$ cat config.mk
export PLATFORM = sky130hd
export DESIGN_NAME = mrm_ram
export DESIGN_NICKNAME = d
export VERILOG_FILES = /design/src/sv/mrm_ram.sv
export SDC_FILE = /design/constraint.sdc
export NUM_CORES = 1
export LEC_CHECK = 0
export ABC_AREA = 1
export BUFFER_PORTS_ARGS = -buffer_cell sky130_fd_sc_hd__buf_2
export CAP_MARGIN = 20
export CORE_ASPECT_RATIO = 0.75
export CORE_MARGIN = 3
export CORE_UTILIZATION = 65
export CTS_CLUSTER_DIAMETER = 60
export DETAILED_ROUTE_END_ITERATION = 7
export PLACE_DENSITY = 0.86
export SKIP_LAST_GASP = 1
export SYNTH_ARGS = -nofsm -noshare
export SYNTH_HDL_FRONTEND = slang
export SYNTH_SLANG_ARGS = --single-unit
$ cat constraint.sdc
create_clock -name i_clk -period 2.5 [get_ports i_clk]
set_input_delay 0.25 -clock i_clk [delete_from_list [all_inputs] [get_ports i_clk]]
set_output_delay 0.25 -clock i_clk [all_outputs]
set_load 0.02 [all_outputs]
$ cat src/sv/mrm_ram.sv
// Generic single-port-write, single-port-read synchronous RAM.
// No dependencies; read data is registered.
`default_nettype none

module mrm_ram #(
    parameter int WIDTH = 8,
    parameter int DEPTH = 16,
    parameter int AW    = (DEPTH > 1) ? $clog2(DEPTH) : 1
) (
    input  wire logic                   i_clk,
    input  wire logic                   i_we,
    input  wire logic [AW-1:0]          i_waddr,
    input  wire logic [WIDTH-1:0]       i_wdata,
    input  wire logic [AW-1:0]          i_raddr,
    output logic      [WIDTH-1:0]       o_rdata
);

    logic [WIDTH-1:0] r_mem [DEPTH];
    logic [WIDTH-1:0] r_rdata;

    // Write port
    always_ff @(posedge i_clk) begin
        if (i_we) begin
            r_mem[i_waddr] <= i_wdata;
        end
    end

    // Registered read port
    always_ff @(posedge i_clk) begin
        r_rdata <= r_mem[i_raddr];
    end

    assign o_rdata = r_rdata;

endmodule

`default_nettype wire

# == Word level (Yosys, flattened, before mapping) ==
# Memory sizes are Yosys's and may differ from the RTL's. A register that Yosys moved wholly into a read port is not among the register bits.
# Cells that the tools add are included.
# word_totals
reg_bits,0
ram_bits,128
inputBits,18
word_cells,3
n_memories,1
# classes
muxes,2
# memory_table
memory,depth,width,rd,rd_ports_with_merged_regs,write_ports,line,rtl
r_mem,16,8,1,1,1,18,logic [WIDTH-1:0] r_mem [DEPTH];
# op_table
operator,count
2-to-1 mux 1 bit,2

# == Depth between registers and ports, before layout ==
# depth
word_depth,2
ltp_mapped,8
mapped_depth_nobuf,7

# == Worst setup path before layout ==
# No wires, ideal clock.
# synth_timing
path_type,input port to flip-flop
start,input i_waddr[2]
end,memory r_mem[10][0] (enable)
arrival_time_ns,0.831
slack_ns,1.299
stages,2
n_path_buf,0
cell_sequence,nand3b_1 nor2_1
# synth_lines
element,line,rtl
start: declaration,12,"input wire logic [AW-1:0] i_waddr,"
end: declaration,18,
# No word-level cell before the write port.

# == Worst setup path after layout ==
# layout_timing
start,input i_waddr[3]
end,memory r_mem[5][4] (enable)
# No word-level cell before the write port.

==> impl_metrics.csv <==
group,metric,value,unit
final_layout,layout.nets,592,
global_routing,antenna_found_initial,0,
status,outcome,"finished clean",
sta,fmax,740,MHz
critical_path,endpoint_kind,"register",
critical_path,r2r_slack,1.45,ns
final_layout,num-fill-cells,511,
sta,hold_viol,0,
yosys,ys_ff_latch,136,
clock_tree,cts_setup_buffers,0,
global_routing,overflow,0,
critical_path,path_max_fanout,8,
routing,vias,4127,
clock_tree,hold_buffers,0,
worst_hold_path,hp-class,"in2reg",
sta,fin_skew,0.00977,ns
final_layout,drive_gt1_frac,0.104,
final_layout,ff_latch_area,4000,sq um
global_routing,grt_pass1_vias,3867,
placement,placed_cell_area,5900,sq um
sta,hold_ws,0.176,ns
clock_tree,cts_resized,0,
yosys,yosysTopAreaCellShare,0.667,
sta,period_needed,1.35,ns
yosys,syn-cell-area,5770,sq um
critical_path,arrival,1.39,ns
critical_path,r2r_end,"o_rdata[0]",
power_and_ir_drop,power.density,816,nW/um^2
clock_tree,cts-root-buf,"clkbuf_16",
clock_tree,path_clk_slew,0.06,ns
routing,ant_nets,0,
yosys,synth_area_leaders,"edfxtp_1 (67%), nand2_1 (11%), nand3_1 (8.4%)",
power_and_ir_drop,vdd_drop_max,0.862,mV
floorplan,fp.dieW,115,um
placement,port_buffers,25,
final_layout,layout_common_cells,"nand2_1 (173), edfxtp_1 (128), inv_1 (100)",
routing,drc_errors,0,
placement,gp_congestion,0.970,
sta,setup_viol,0,
global_routing,grtUsageTotal,0.300,
clock_tree,clock_sinks,136,
yosys,syn_area_per_cell,10.5,sq um
clock_tree,cts_tree,"yes",
yosys,synth_fp_nets,569,
clock_tree,h-tree-depth,4,
placement,post-dp-hpwl,8.46,mm
final_layout,fin_area,6460,sq um
routing,post_drt_via_cell_ratio,5.95,
critical_path,r2r_start,"r_mem[13][0]",
yosys,yosysUniqueCellTypes,12,
sta,fin_crit_sh,0.540,
routing,wirelength,13.9,mm
sta,setup_tns,0,ns
floorplan,start_util,0.676,
sta,finalMaxSlewViolations,0,
global_routing,grt_pass1_wl,21.5,mm
yosys,synth_cells,551,
final_layout,multi_input_area,1210,sq um
final_layout,antenna_cells,0,
final_layout,syn_to_final_growth,12.0,%
critical_path,start_kind,"input pin",
critical_path,required,2.54,ns
sta,rsz0062_at_grt,"false",
clock_tree,clock_path_buffers,2,
critical_path,crit_end,"r_mem[5][4]",
floorplan,core_region_area,8530,sq um
critical_path,critPathKind,"in2reg",
critical_path,rr_worst_depth,6,
sta,worst_slew_pin_slew,0.915,ns
routing,first_iter_violations,726,
floorplan,die-area,10000,sq um
floorplan,num_rows,29,
yosys,synth_top_cell_by_area,"edfxtp_1",
run,drv_cap,0,
clock_tree,cts_buffers,17,
clock_tree,clkLatencyLatePin,0.42,ns
routing,first_pass_iters,8,
routing,routedWlPerCell,20.0,um
final_layout,layout.cells.most_common,"nand2_1",
yosys,ys_seq_area_frac,0.694,
floorplan,die_y,87.6,um
global_routing,grt_start_max_net_pins,65,
sta,relSlewSlack,0.387,
yosys,yosys_warnings,0,
worst_hold_path,worst_hold_path.num_cells,3,
critical_path,crit_start,"i_waddr[3]",
floorplan,ios,26,
power_and_ir_drop,power_leakage,2.81,nW
[critical path, cell delays in order]
cell and delay [ns]:
buf_2 0.12, nand3b_1 0.26, nor2_1 0.75
[synthesized netlist by cell type]
| cell type | count |
|---|---|
| buf_2 | 13 |
| inv_1 | 100 |
| edfxtp_1 | 128 |
| buf_4 | 4 |
| nor2_1 | 17 |
| nand3b_1 | 2 |
| nand2_1 | 173 |
| buf_6 | 6 |
| dfxtp_1 | 8 |
| nand3_1 | 97 |
| buf_1 | 1 |
| inv_2 | 2 |
[through the flow]
| step | power (mW) | setup WS, ns | instances | utilization |
|---|---|---|---|---|
| 3_5_place_dp | 2.93 | 0.772 | 663 | 0.691 |
| 5_1_grt | 5.41 | 1.12 | 694 | 0.758 |
| 4_1_cts | 5.26 | 1.20 | 694 | 0.758 |
| 6_report | 5.27 | 1.15 | 694 | 0.758 |
| 3_3_place_gp | 2.92 | 0.922 | 663 | 0.691 |
| 2_1_floorplan | 2.81 | 1.30 | 551 | - |
[how the worst min path moves through the flow]
stage | startpoint | endpoint | slack [ns]
floorplan | i_wdata[0] | r_mem[0][0] | 0.35
CTS | i_raddr[3] | o_rdata[5] | 0.17
detailed placement | i_raddr[3] | o_rdata[5] | 0.60
global placement | i_raddr[3] | o_rdata[3] | 0.61
global route | i_raddr[3] | o_rdata[4] | 0.20
finish | i_raddr[3] | o_rdata[5] | 0.18
[cells by family (layout without fill, tap and decap cells)]
logic type    Yosys count  in the layout  synth area share
simple gates          289            289             0.210
flops                 136            136             0.694
buf+inv               126            161            0.0952
[per-layer routing]
| metal | part of all wire | vias up | GRT usage |
|---|---|---|---|
| li1 | - | 1819 | - |
| met1 | 0.39 | 1889 | 0.430 |
| met2 | 0.43 | 367 | 0.431 |
| met3 | 0.15 | 52 | 0.116 |
| met4 | 0.029 | 0 | 0.0970 |
| met5 | 0 | - | 0 |
[power breakdown]
group          switching [mW]  total (mW)  internal (mW)
Sequential             0.0190        2.57           2.55
Combinational           0.245       0.328         0.0835
Clock                   0.989        2.37           1.39
Total                    1.25        5.27           4.02
[sequential cells by signal, summed over array words and instances, names as in the netlist]
register and count:
r_mem 128, o_rdata 8
[area by class of cell]
class	instances	area share
sequential	136	0.620
multi-input combinational	289	0.188
clock buffer	17	0.0658
inverter	102	0.0593
timing repair buffer	28	0.0248
clock inverter	14	0.0217
tap	108	0.0209
(Power assumes the default switching activity.)
