$ cat config.mk
export PLATFORM = sky130hd
export DESIGN_NAME = mrm_scan
export DESIGN_NICKNAME = d
export VERILOG_FILES = /design/src/sv/mrm_pkg.sv /design/src/sv/mrm_scan.sv
export SDC_FILE = /design/constraint.sdc
export NUM_CORES = 1
export LEC_CHECK = 0
export BUFFER_PORTS_ARGS = -buffer_cell sky130_fd_sc_hd__clkbuf_2
export CORE_MARGIN = 2
export CORE_UTILIZATION = 57
export DETAILED_ROUTE_END_ITERATION = 8
export MAX_ROUTING_LAYER = met4
export PLACE_DENSITY = 0.85
export SYNTH_ARGS = -nofsm -noshare
export SYNTH_HDL_FRONTEND = slang
export SYNTH_SLANG_ARGS = --single-unit
$ cat constraint.sdc
create_clock -name i_clk -period 6.35 [get_ports i_clk]
set_clock_uncertainty 0.15 [all_clocks]
set_input_delay 0.635 -clock i_clk [delete_from_list [all_inputs] [get_ports i_clk]]
set_output_delay 0.635 -clock i_clk [all_outputs]
set_load 0.01 [all_outputs]
$ cat src/sv/mrm_pkg.sv
// Shared types and constants of the memory region map engine.
// No dependencies; used by mrm_scan, the top level and the checker through mrm_pkg:: names.
`default_nettype none

package mrm_pkg;

    // Table geometry
    localparam int MAX_ENTRIES = 128;
    localparam int IDX_W       = (MAX_ENTRIES > 1) ? $clog2(MAX_ENTRIES) : 1;
    localparam int CNT_W       = $clog2(MAX_ENTRIES + 1);
    localparam int CMP_W       = (CNT_W > 8) ? CNT_W : 8;

    // Page size 4096 bytes, page counts are 32 bits wide
    localparam int PAGE_SHIFT  = $clog2(4096);

    localparam logic [31:0] TYPE_AVAILABLE = 32'd1;

    typedef enum logic [2:0] {
        MODE_CLEAR  = 3'd0,
        MODE_APPEND = 3'd1,
        MODE_FIND   = 3'd2,
        MODE_CHECK  = 3'd3,
        MODE_READ   = 3'd4
    } t_mode;

    typedef enum logic [1:0] {
        ST_OK       = 2'd0,
        ST_INDEX    = 2'd1,
        ST_FULL     = 2'd2,
        ST_NOTFOUND = 2'd3
    } t_status;

    typedef enum logic [1:0] {
        S_IDLE,
        S_READ,
        S_SCAN,
        S_FIN
    } t_state;

    // One table row as stored in the entry RAM
    typedef struct packed {
        logic [63:0] base;
        logic [63:0] length;
        logic [31:0] rtype;
    } t_entry;

    localparam int ENTRY_W = $bits(t_entry);

    // Operands of a find or check scan, fixed for the whole transaction
    typedef struct packed {
        logic        find;
        logic [63:0] am1;
        logic [63:0] qsize;
        logic [63:0] qaddr;
        logic [63:0] qend;
    } t_scan_cmd;

    // Scan unit status toward the sequencer
    typedef struct packed {
        logic        hit;
        logic        busy;
        logic [63:0] addr;
    } t_scan_res;

    // Complete result transaction
    typedef struct packed {
        logic [63:0] found_address;
        logic        in_available;
        logic [63:0] entry_base_out;
        logic [63:0] entry_length_out;
        logic [31:0] entry_type_out;
        t_status     status;
        logic [63:0] mapped_bytes;
        logic [63:0] free_bytes;
        logic [63:0] held_bytes;
        logic [31:0] mapped_pages;
        logic [31:0] free_pages;
        logic [7:0]  entry_count;
    } t_result;

endpackage

`default_nettype wire

$ cat src/sv/mrm_scan.sv
// Two-stage compare pipeline for find and check scans over table rows.
// Depends on mrm_pkg (t_entry, t_scan_cmd, t_scan_res, TYPE_AVAILABLE).
`default_nettype none

module mrm_scan (
    input  wire logic                  i_clk,
    input  wire logic                  i_rst_n,
    input  wire logic                  i_flush,
    input  wire logic                  i_valid,
    input  wire mrm_pkg::t_entry       i_entry,
    input  wire mrm_pkg::t_scan_cmd    i_cmd,
    output mrm_pkg::t_scan_res         o_res
);

    logic        r_v1;
    logic        r_ok;
    logic [63:0] r_addr;
    logic [63:0] r_lim;

    logic        n_ok;
    logic [63:0] n_addr;
    logic [63:0] n_lim;
    logic        fits;

    // Stage 1: aligned base, region end, type and coarse size/start test
    always_comb begin
        n_addr = (i_entry.base + i_cmd.am1) & ~i_cmd.am1;
        n_lim  = i_entry.base + i_entry.length;
        n_ok   = (i_entry.rtype == mrm_pkg::TYPE_AVAILABLE) &&
                 (i_cmd.find ? (i_entry.length >= i_cmd.qsize)
                             : (i_cmd.qaddr >= i_entry.base));
    end

    always_ff @(posedge i_clk) begin
        if (!i_rst_n) begin
            r_v1 <= 1'b0;
        end else begin
            r_v1 <= i_valid && !i_flush;
        end
    end

    always_ff @(posedge i_clk) begin
        if (i_valid) begin
            r_ok   <= n_ok;
            r_addr <= n_addr;
            r_lim  <= n_lim;
        end
    end

    // Stage 2: end of requested range against region end (mod 2^64)
    always_comb begin
        fits = i_cmd.find ? ((r_addr + i_cmd.qsize) <= r_lim)
                          : (i_cmd.qend <= r_lim);
        o_res.hit  = r_v1 && r_ok && fits;
        o_res.busy = r_v1;
        o_res.addr = r_addr;
    end

endmodule

`default_nettype wire

### After elaboration in Yosys (flattened, before gate mapping)

Cells that the tools add are included.
Widths: inputs -> output; s select.

| word-level totals | value |
|---|---|
| register bits | 130 |
| input port bits | 421 |
| output and inout bits | 66 |

| operators by class | value |
|---|---|
| add/subtract/negate cells | 3 |
| magnitude comparators | 4 |
| equal/unequal tests | 1 |
| muxes and demuxes | 2 |
| bitwise logic cells | 2 |
| reductions and logical operators | 5 |

Operator list:

| cell | number |
|---|---|
| $add 64x64->64 | 3 |
| $ge 64x64->1 | 2 |
| $le 64x64->1 | 2 |
| $and 64x64->64 | 1 |
| $not 64->64 | 1 |
| $eq 32x1->1 const B | 1 |
| $logic_and 1x1->1 | 4 |
| $mux 1 | 2 |
| $logic_not 1->1 | 1 |

### Logic depth before layout (Yosys ltp)

Gate-level depths: netlist of the first run.

| logic depth | value |
|---|---|
| word-level depth | 4 |
| gate-level depth with buffers | 22 |
| depth with buffers taken out | 22 |

### Worst setup path after synthesis of the first run

Ideal clock, no wire load.

| timing | value |
|---|---|
| path kind | input port to output port |
| start | input port i_cmd[128] (netlist bit) |
| end | output port o_res[65] (netlist bit) |
| arrival time | 4,859 ps |
| required time | 5,565 ps |
| path slack | 706 ps |
| stages | 19 |
| buffers on the path | 0 |
| path through | ha_1 > fa_1 > a211oi_1 > o211ai_1 > nand3_1 > a21oi_2 > o31ai_2 > o41ai_4 > a41oi_1 > o21ai_2 > a41oi_1 > xnor2_1 > ha_1 > nand4_1 > nor4_1 > nand3_1 > or4_1 > o221ai_1 > o2111a_1 |

RTL lines:

| item | line | source |
|---|---|---|
| start, declared | mrm_scan.sv:11 | `input wire mrm_pkg::t_scan_cmd i_cmd,` |
| end, declared | mrm_scan.sv:12 | `output mrm_pkg::t_scan_res o_res` |

==> results of run 1 <==
==> power by group through the flow <==
stage	Combinational [W]	Clock [W]	Sequential [W]
global placement	0.00268	0	0.00121
finish	0.00297	0.00103	0.00121
detailed placement	0.00277	0	0.00122
CTS	0.00280	0.00103	0.00120
global route	0.00323	0.00107	0.00122
floorplan	0.00184	0	0.00119
==> area by class of cell <==
| type | count | area [um^2] |
|---|---|---|
| multi-input cells | 2201 | 16700 |
| flip-flops and latches | 130 | 3890 |
| clock buffers | 17 | 425 |
| diodes | 13 | 32.5 |
| inverters | 252 | 946 |
| well taps | 511 | 639 |
| clock inverters | 15 | 161 |
| repair buffers | 518 | 2680 |
| fillers | 3184 | 11900 |
==> logic make-up after synthesis <==
logic type / after synthesis / synth area share (%)
DFF: 130 / 18.1
adders and majority gates: 447 / 26.1
xor gates and xnor gates: 174 / 7.10
muxes: 8 / 0.408
and+or+nand+nor: 702 / 16.3
buffers and inverters: 324 / 5.74
AOI/OAI and AO/OA: 870 / 26.2
==> sequential cells by signal (all words and copies together) (netlist names) <==
signal / count
r_addr: 64
r_lim: 64
r_ok: 1
r_v1: 1
==> routing by layer <==
metal  track usage [%]  vias to the layer above
li1                  -                    10800
met1              59.2                    10900
met2              64.3                     1434
met3              8.07                      204
met4              16.7                        0
met5                 -                        -
==> how the worst min path moves through the flow <==
stage,slack (ns),startpoint,end,cells past startpoint
after detailed placement,0.73,i_rst_n,r_v1,2
after CTS,0.27,i_rst_n,r_v1,2
after global routing,0.28,i_rst_n,r_v1,2
after global placement,0.73,i_rst_n,r_v1,2
final,0.28,i_rst_n,r_v1,2
after floorplan,0.60,i_valid,r_addr[0],0
==> timing repair <==
item / in CTS / in global routing
pin swaps: 5 / 20
hold endpoints to repair: 0 / 0
setup endpoints to repair: 1 / 1
gates cloned: 0 / 0
setup buffers: 2 / 7
resized for setup: 7 / 46
==> metrics by stage <==
stage	util (%)	cell area, um^2	setup TNS (ns)
6_report	68.1	25500	0
3_3_place_gp	65.4	24400	-0.00679
5_1_grt	68.1	25500	-0.0569
2_1_floorplan	-	21500	0
3_5_place_dp	65.4	24400	-0.155
4_1_cts	67.1	25100	0
==> cell usage in the layout, fill, tap and decap left out, drive strengths merged, types with 31 or more instances in the layout <==
master	instances
a21o	186
edfxtp	129
nand4	110
nand2	157
xnor2	114
ha	444
xor2	60
nor2	184
nand3	49
nor3	40
nor2b	42
clkbuf	501
nand2b	31
o21ai	153
buf	34
a211oi	32
o21bai	40
a21oi	288
inv	262
==> impl_metrics.env, run 1 <==
export IMPL_status="complete, no violations"
export IMPL_crit_slowest_cell="or4_4"
export IMPL_synth_edf_count=129
export IMPL_syn_avg_cell_area_um2=8.09
export IMPL_period_share_pct=98.7
export IMPL_grt_max_degree=73
export IMPL_holdWs_ns=0.281
export IMPL_yosys_register_bits=130
export IMPL_final_antenna_net_count=0
export IMPL_start_util_pct=57.4
export IMPL_ys_warn_count=0
export IMPL_cts_buffers_inserted=17
export IMPL_slew_violations=0
export IMPL_grt_total_usage_pct=43.7
export IMPL_core_um2=37400
export IMPL_instances_no_fill=3657
export IMPL_cts_sinks=130
export IMPL_worst_pin_slew_ns=1.29
export IMPL_clk_pin_slew_ns=0.07
export IMPL_crit_path_end_kind="primary output"
export IMPL_p_comb_share_pct=57.0
export IMPL_cp_slowest_stage_delay_ns=0.52
export IMPL_die_area_um2=39200
export IMPL_die_height_um=198
export IMPL_nets=3988
export IMPL_cp_num_buf_inv=1
export IMPL_critPathLaunchType="flip-flop"
export IMPL_syn_cell_area_um2=21500
export IMPL_crit_chain="ha_4 > and3_4 > nand2_1 > or4_4 > a21oi_4 > o31ai_4 > o41ai_4 > a41oi_2 > o21ai_2 > a41oi_2 > xnor2_1 > ha_1 > nand4_1 > nor4_4 > nand3_1 > or4_4 > o221ai_2 > o2111a_1 > buf_2"
export IMPL_viasPerCell=6.38
export IMPL_synth_top_cells_by_area="ha_1 (26%), edfxtp_1 (18%), a21oi_1 (6.7%), a21o_1 (6.5%), xnor2_1 (4.6%)"
export IMPL_gp_congestion=1.09
export IMPL_finalCriticalPeriod_ns=6.27
export IMPL_p_switching_w=0.00233
export IMPL_cp_max_fo=4
export IMPL_switching_share_pct=44.7
export IMPL_firstDrtPassIters=6
export IMPL_pre_cts_ws_ns=-0.155
export IMPL_cp_num_cells=19
export IMPL_area_growth_pct=18.6
export IMPL_num_vias=23300
export IMPL_grt_overflow=0
export IMPL_endpoint="o_res[65]"
export IMPL_hold_viol=0
export IMPL_max_freq_ghz=0.160
export IMPL_p_int_w=0.00288
export IMPL_grt_pass1_wl_um=127000
export IMPL_wl_met1_um=35700
export IMPL_cts_tree="built"
export IMPL_cts_buffer_depth=2
export IMPL_critPathLaunch="r_addr[16]"
export IMPL_synthArstFlopShare_pct=0
export IMPL_cts_root_buf="clkbuf_16"
export IMPL_rsz0062_at_grt="true"
export IMPL_drc=0
export IMPL_hold_path_class="input port to flip-flop"
export IMPL_cp_data_required_time_ns=5.56
export IMPL_wl_met2_um=36600
export IMPL_synth_fp_nets=3523
export IMPL_netlist_instances=2655
export IMPL_top_layer="met4"
export IMPL_route_met3_wl_um=9590
export IMPL_synthDominantCellAreaShare_pct=25.9
export IMPL_power_density_nw_per_um2=205
export IMPL_die_x_um=198
export IMPL_portBuffers=486
export IMPL_total_power_w=0.00521
export IMPL_dp_cells=3604
export IMPL_p_seq_share_pct=23.2
export IMPL_ir_drop_v=0.000188
export IMPL_critical_path_top_delay_family="simple AND/OR/NAND/NOR gates"
export IMPL_ctsHoldBuffers=0
export IMPL_synth_flop_cell="edfxtp_1"
export IMPL_yosys_area_top_type="ha_1"
export IMPL_timing_final_ws_setup_ns=0.0820
export IMPL_ios=487
export IMPL_drive_above_1_share_pct=19.7
export IMPL_slew_headroom_pct=13.3
export IMPL_dp_hpwl_um=73000
export IMPL_p_leak_nw=13.0
export IMPL_worstPathArrival_ns=5.48
export IMPL_drt_iter0_drc=2464
export IMPL_synthMostInstantiatedCell="ha_1"
export IMPL_cap_violations=0
export IMPL_drt_wl_total_um=85300
export IMPL_synth_common_cells="ha_1 (444), a21oi_1 (287), inv_1 (252)"
export IMPL_synth_seq_area_share_pct=18.1
export IMPL_setup_viol=0
export IMPL_yosysUniqueCellTypes=86
export IMPL_antenna_found_initial=12
export IMPL_path_class="flip-flop to primary output"
export IMPL_clockPowerShare_pct=19.8
export IMPL_grt_pass1_vias=22500
export IMPL_wire_per_inst_um=23.3
export IMPL_rows=71
export IMPL_cts_max_level=4
(Power assumes the default switching activity.)
==> inputs of run 2 (changes only) <==
--- a/config.mk
+++ b/config.mk
@@ -6,7 +6,6 @@
 export NUM_CORES = 1
 export LEC_CHECK = 0
 export BUFFER_PORTS_ARGS = -buffer_cell sky130_fd_sc_hd__clkbuf_2
-export CORE_MARGIN = 2
 export CORE_UTILIZATION = 57
 export DETAILED_ROUTE_END_ITERATION = 8
 export MAX_ROUTING_LAYER = met4
==> run 2 against run 1 <==
Net effect: non-clock buffer count shrank 4; global-route usage grew 0.62 points; die area shrank 2.0%; power grew 1.5%; critical endpoint unchanged.
==> impl_metrics.env, run 2 (synthesized netlist as in run 1, its figures left out) <==
export IMPL_p_int_w=0.00298
export IMPL_period_share_pct=97.9
export IMPL_ios=487
export IMPL_die_area_um2=38500
export IMPL_crit_chain="ha_4 > and2_1 > a221oi_4 > a21oi_1 > nor3_2 > o31ai_4 > a41o_2 > a21bo_1 > a311oi_2 > buf_4 > o21bai_1 > xnor2_1 > ha_1 > a21o_1 > a21oi_1 > nor2b_1 > o21ai_0 > nand2b_1 > a211oi_2 > o21ai_1 > o221ai_2 > o2111a_1 > buf_2"
export IMPL_grt_total_usage_pct=44.3
export IMPL_critPathLaunchType="flip-flop"
export IMPL_setup_viol=0
export IMPL_crit_path_end_kind="primary output"
export IMPL_finalCriticalPeriod_ns=6.22
export IMPL_critical_path_top_delay_family="compound AO/OA/AOI/OAI gates"
export IMPL_clockPowerShare_pct=20.4
export IMPL_nets=3984
export IMPL_firstDrtPassIters=6
export IMPL_hold_path_class="input port to flip-flop"
export IMPL_switching_share_pct=43.6
export IMPL_cts_tree="built"
export IMPL_grt_pass1_vias=22500
export IMPL_dp_hpwl_um=72800
export IMPL_grt_pass1_wl_um=126000
export IMPL_multi_input_area_um2=16700
export IMPL_viasPerCell=6.44
export IMPL_gp_congestion=1.09
export IMPL_rows=70
export IMPL_num_vias=23400
export IMPL_slew_violations=0
export IMPL_crit_slowest_cell="edfxtp_1"
export IMPL_layout_commonest_cell="clkbuf_2"
export IMPL_crit_top_cell="a21oi_1"
export IMPL_p_leak_nw=13.0
export IMPL_ir_drop_v=0.000232
export IMPL_p_switching_w=0.00231
export IMPL_grt_max_degree=76
export IMPL_holdWs_ns=0.281
export IMPL_worstPathArrival_ns=5.43
export IMPL_cts_buffers_inserted=17
export IMPL_path_class="flip-flop to primary output"
export IMPL_p_comb_share_pct=56.6
export IMPL_drt_iter0_drc=2240
export IMPL_cp_data_required_time_ns=5.56
export IMPL_cts_buffer_depth=2
export IMPL_clk_pin_slew_ns=0.07
export IMPL_grt_overflow=0
export IMPL_drt_wl_total_um=84900
export IMPL_instances_no_fill=3642
export IMPL_antenna_found_initial=9
export IMPL_ctsHoldBuffers=0
export IMPL_worst_pin_slew_ns=1.27
export IMPL_max_freq_ghz=0.161
export IMPL_cts_root_buf="clkbuf_16"
export IMPL_cts_max_level=4
export IMPL_start_util_pct=58.2
export IMPL_die_height_um=196
export IMPL_dp_cells=3593
export IMPL_drc=0
export IMPL_fill_cells=3039
export IMPL_cp_max_fo=5
export IMPL_cp_num_buf_inv=2
export IMPL_seqCellArea_um2=3890
export IMPL_die_x_um=196
export IMPL_slew_headroom_pct=14.6
export IMPL_p_seq_share_pct=22.9
export IMPL_core_um2=36900
export IMPL_hold_viol=0
export IMPL_cap_violations=0
export IMPL_drive_above_1_share_pct=19.7
export IMPL_power_density_nw_per_um2=208
export IMPL_layout_common_cells="clkbuf_2 (484), ha_1 (431), a21oi_1 (286)"
export IMPL_reg_top3="r_addr (64), r_lim (64)"
export IMPL_wire_per_inst_um=23.3
export IMPL_final_antenna_net_count=0
export IMPL_portBuffers=486
export IMPL_cp_slowest_stage_delay_ns=0.46
export IMPL_status="complete, no violations"
export IMPL_cts_sinks=130
export IMPL_area_growth_pct=18.5
run 2: cell types whose count changed in the layout (fill, tap and decap cells not counted), sizes merged:
| cell | previous run | this run |
|---|---|---|
| clkinvlp | 3 | 1 |
| bufinv | 1 | 4 |
| clkinv | 1 | 8 |
| diode | 13 | 9 |
| inv | 262 | 253 |
| buf | 34 | 30 |
| clkbuf | 501 | 502 |
run 2: routing by layer:
layer / routed length (um) / global-route usage (%) / part of all wire, %
met1: 35800 / 58.3 / 42
met2: 36300 / 65.7 / 43
met3: 8940 / 8.85 / 11
met4: 3840 / 19.2 / 4.5
met5: 0 / - / 0
run 2: final cells by class:
class	instances	share of cell area [%]
inverters	252	3.72
well taps	504	2.48
repair buffers	514	10.4
diodes	9	0.0885
multi-input cells	2201	65.6
clock inverters	14	0.733
flip-flops and latches	130	15.3
clock buffers	18	1.69
run 2: stage by stage:
stage	area, um^2	setup slack, ns	util [%]	setup TNS (ns)	total power [W]
global route	25400	-0.0512	69.0	-0.0512	0.00556
detailed placement	24400	-0.127	66.2	-0.127	0.00400
finish	25400	0.132	69.0	0	0.00529
CTS	25100	0.00853	68.0	0	0.00509
floorplan	21500	0.706	-	0	0.00303
global placement	24400	0.0112	66.2	0	0.00389
run 2: power by group through the flow:
stage               clock (W)  combinational, W  sequential, W
detailed placement          0           0.00278        0.00122
CTS                   0.00108           0.00282        0.00120
global placement            0           0.00268        0.00121
finish                0.00108           0.00299        0.00121
global route          0.00111           0.00324        0.00121
floorplan                   0           0.00184        0.00119
run 2: timing repair:
action,in CTS,in global routing
pin swaps,4,24
setup endpoints to repair,1,1
resized for setup,8,49
setup buffers,0,8
run 2: path summary, 6_finish.rpt:
check	cells past startpoint	start	endpoint
worst min-delay path	2	i_rst_n	r_v1
worst max-delay path	23	r_addr[12]	o_res[65]
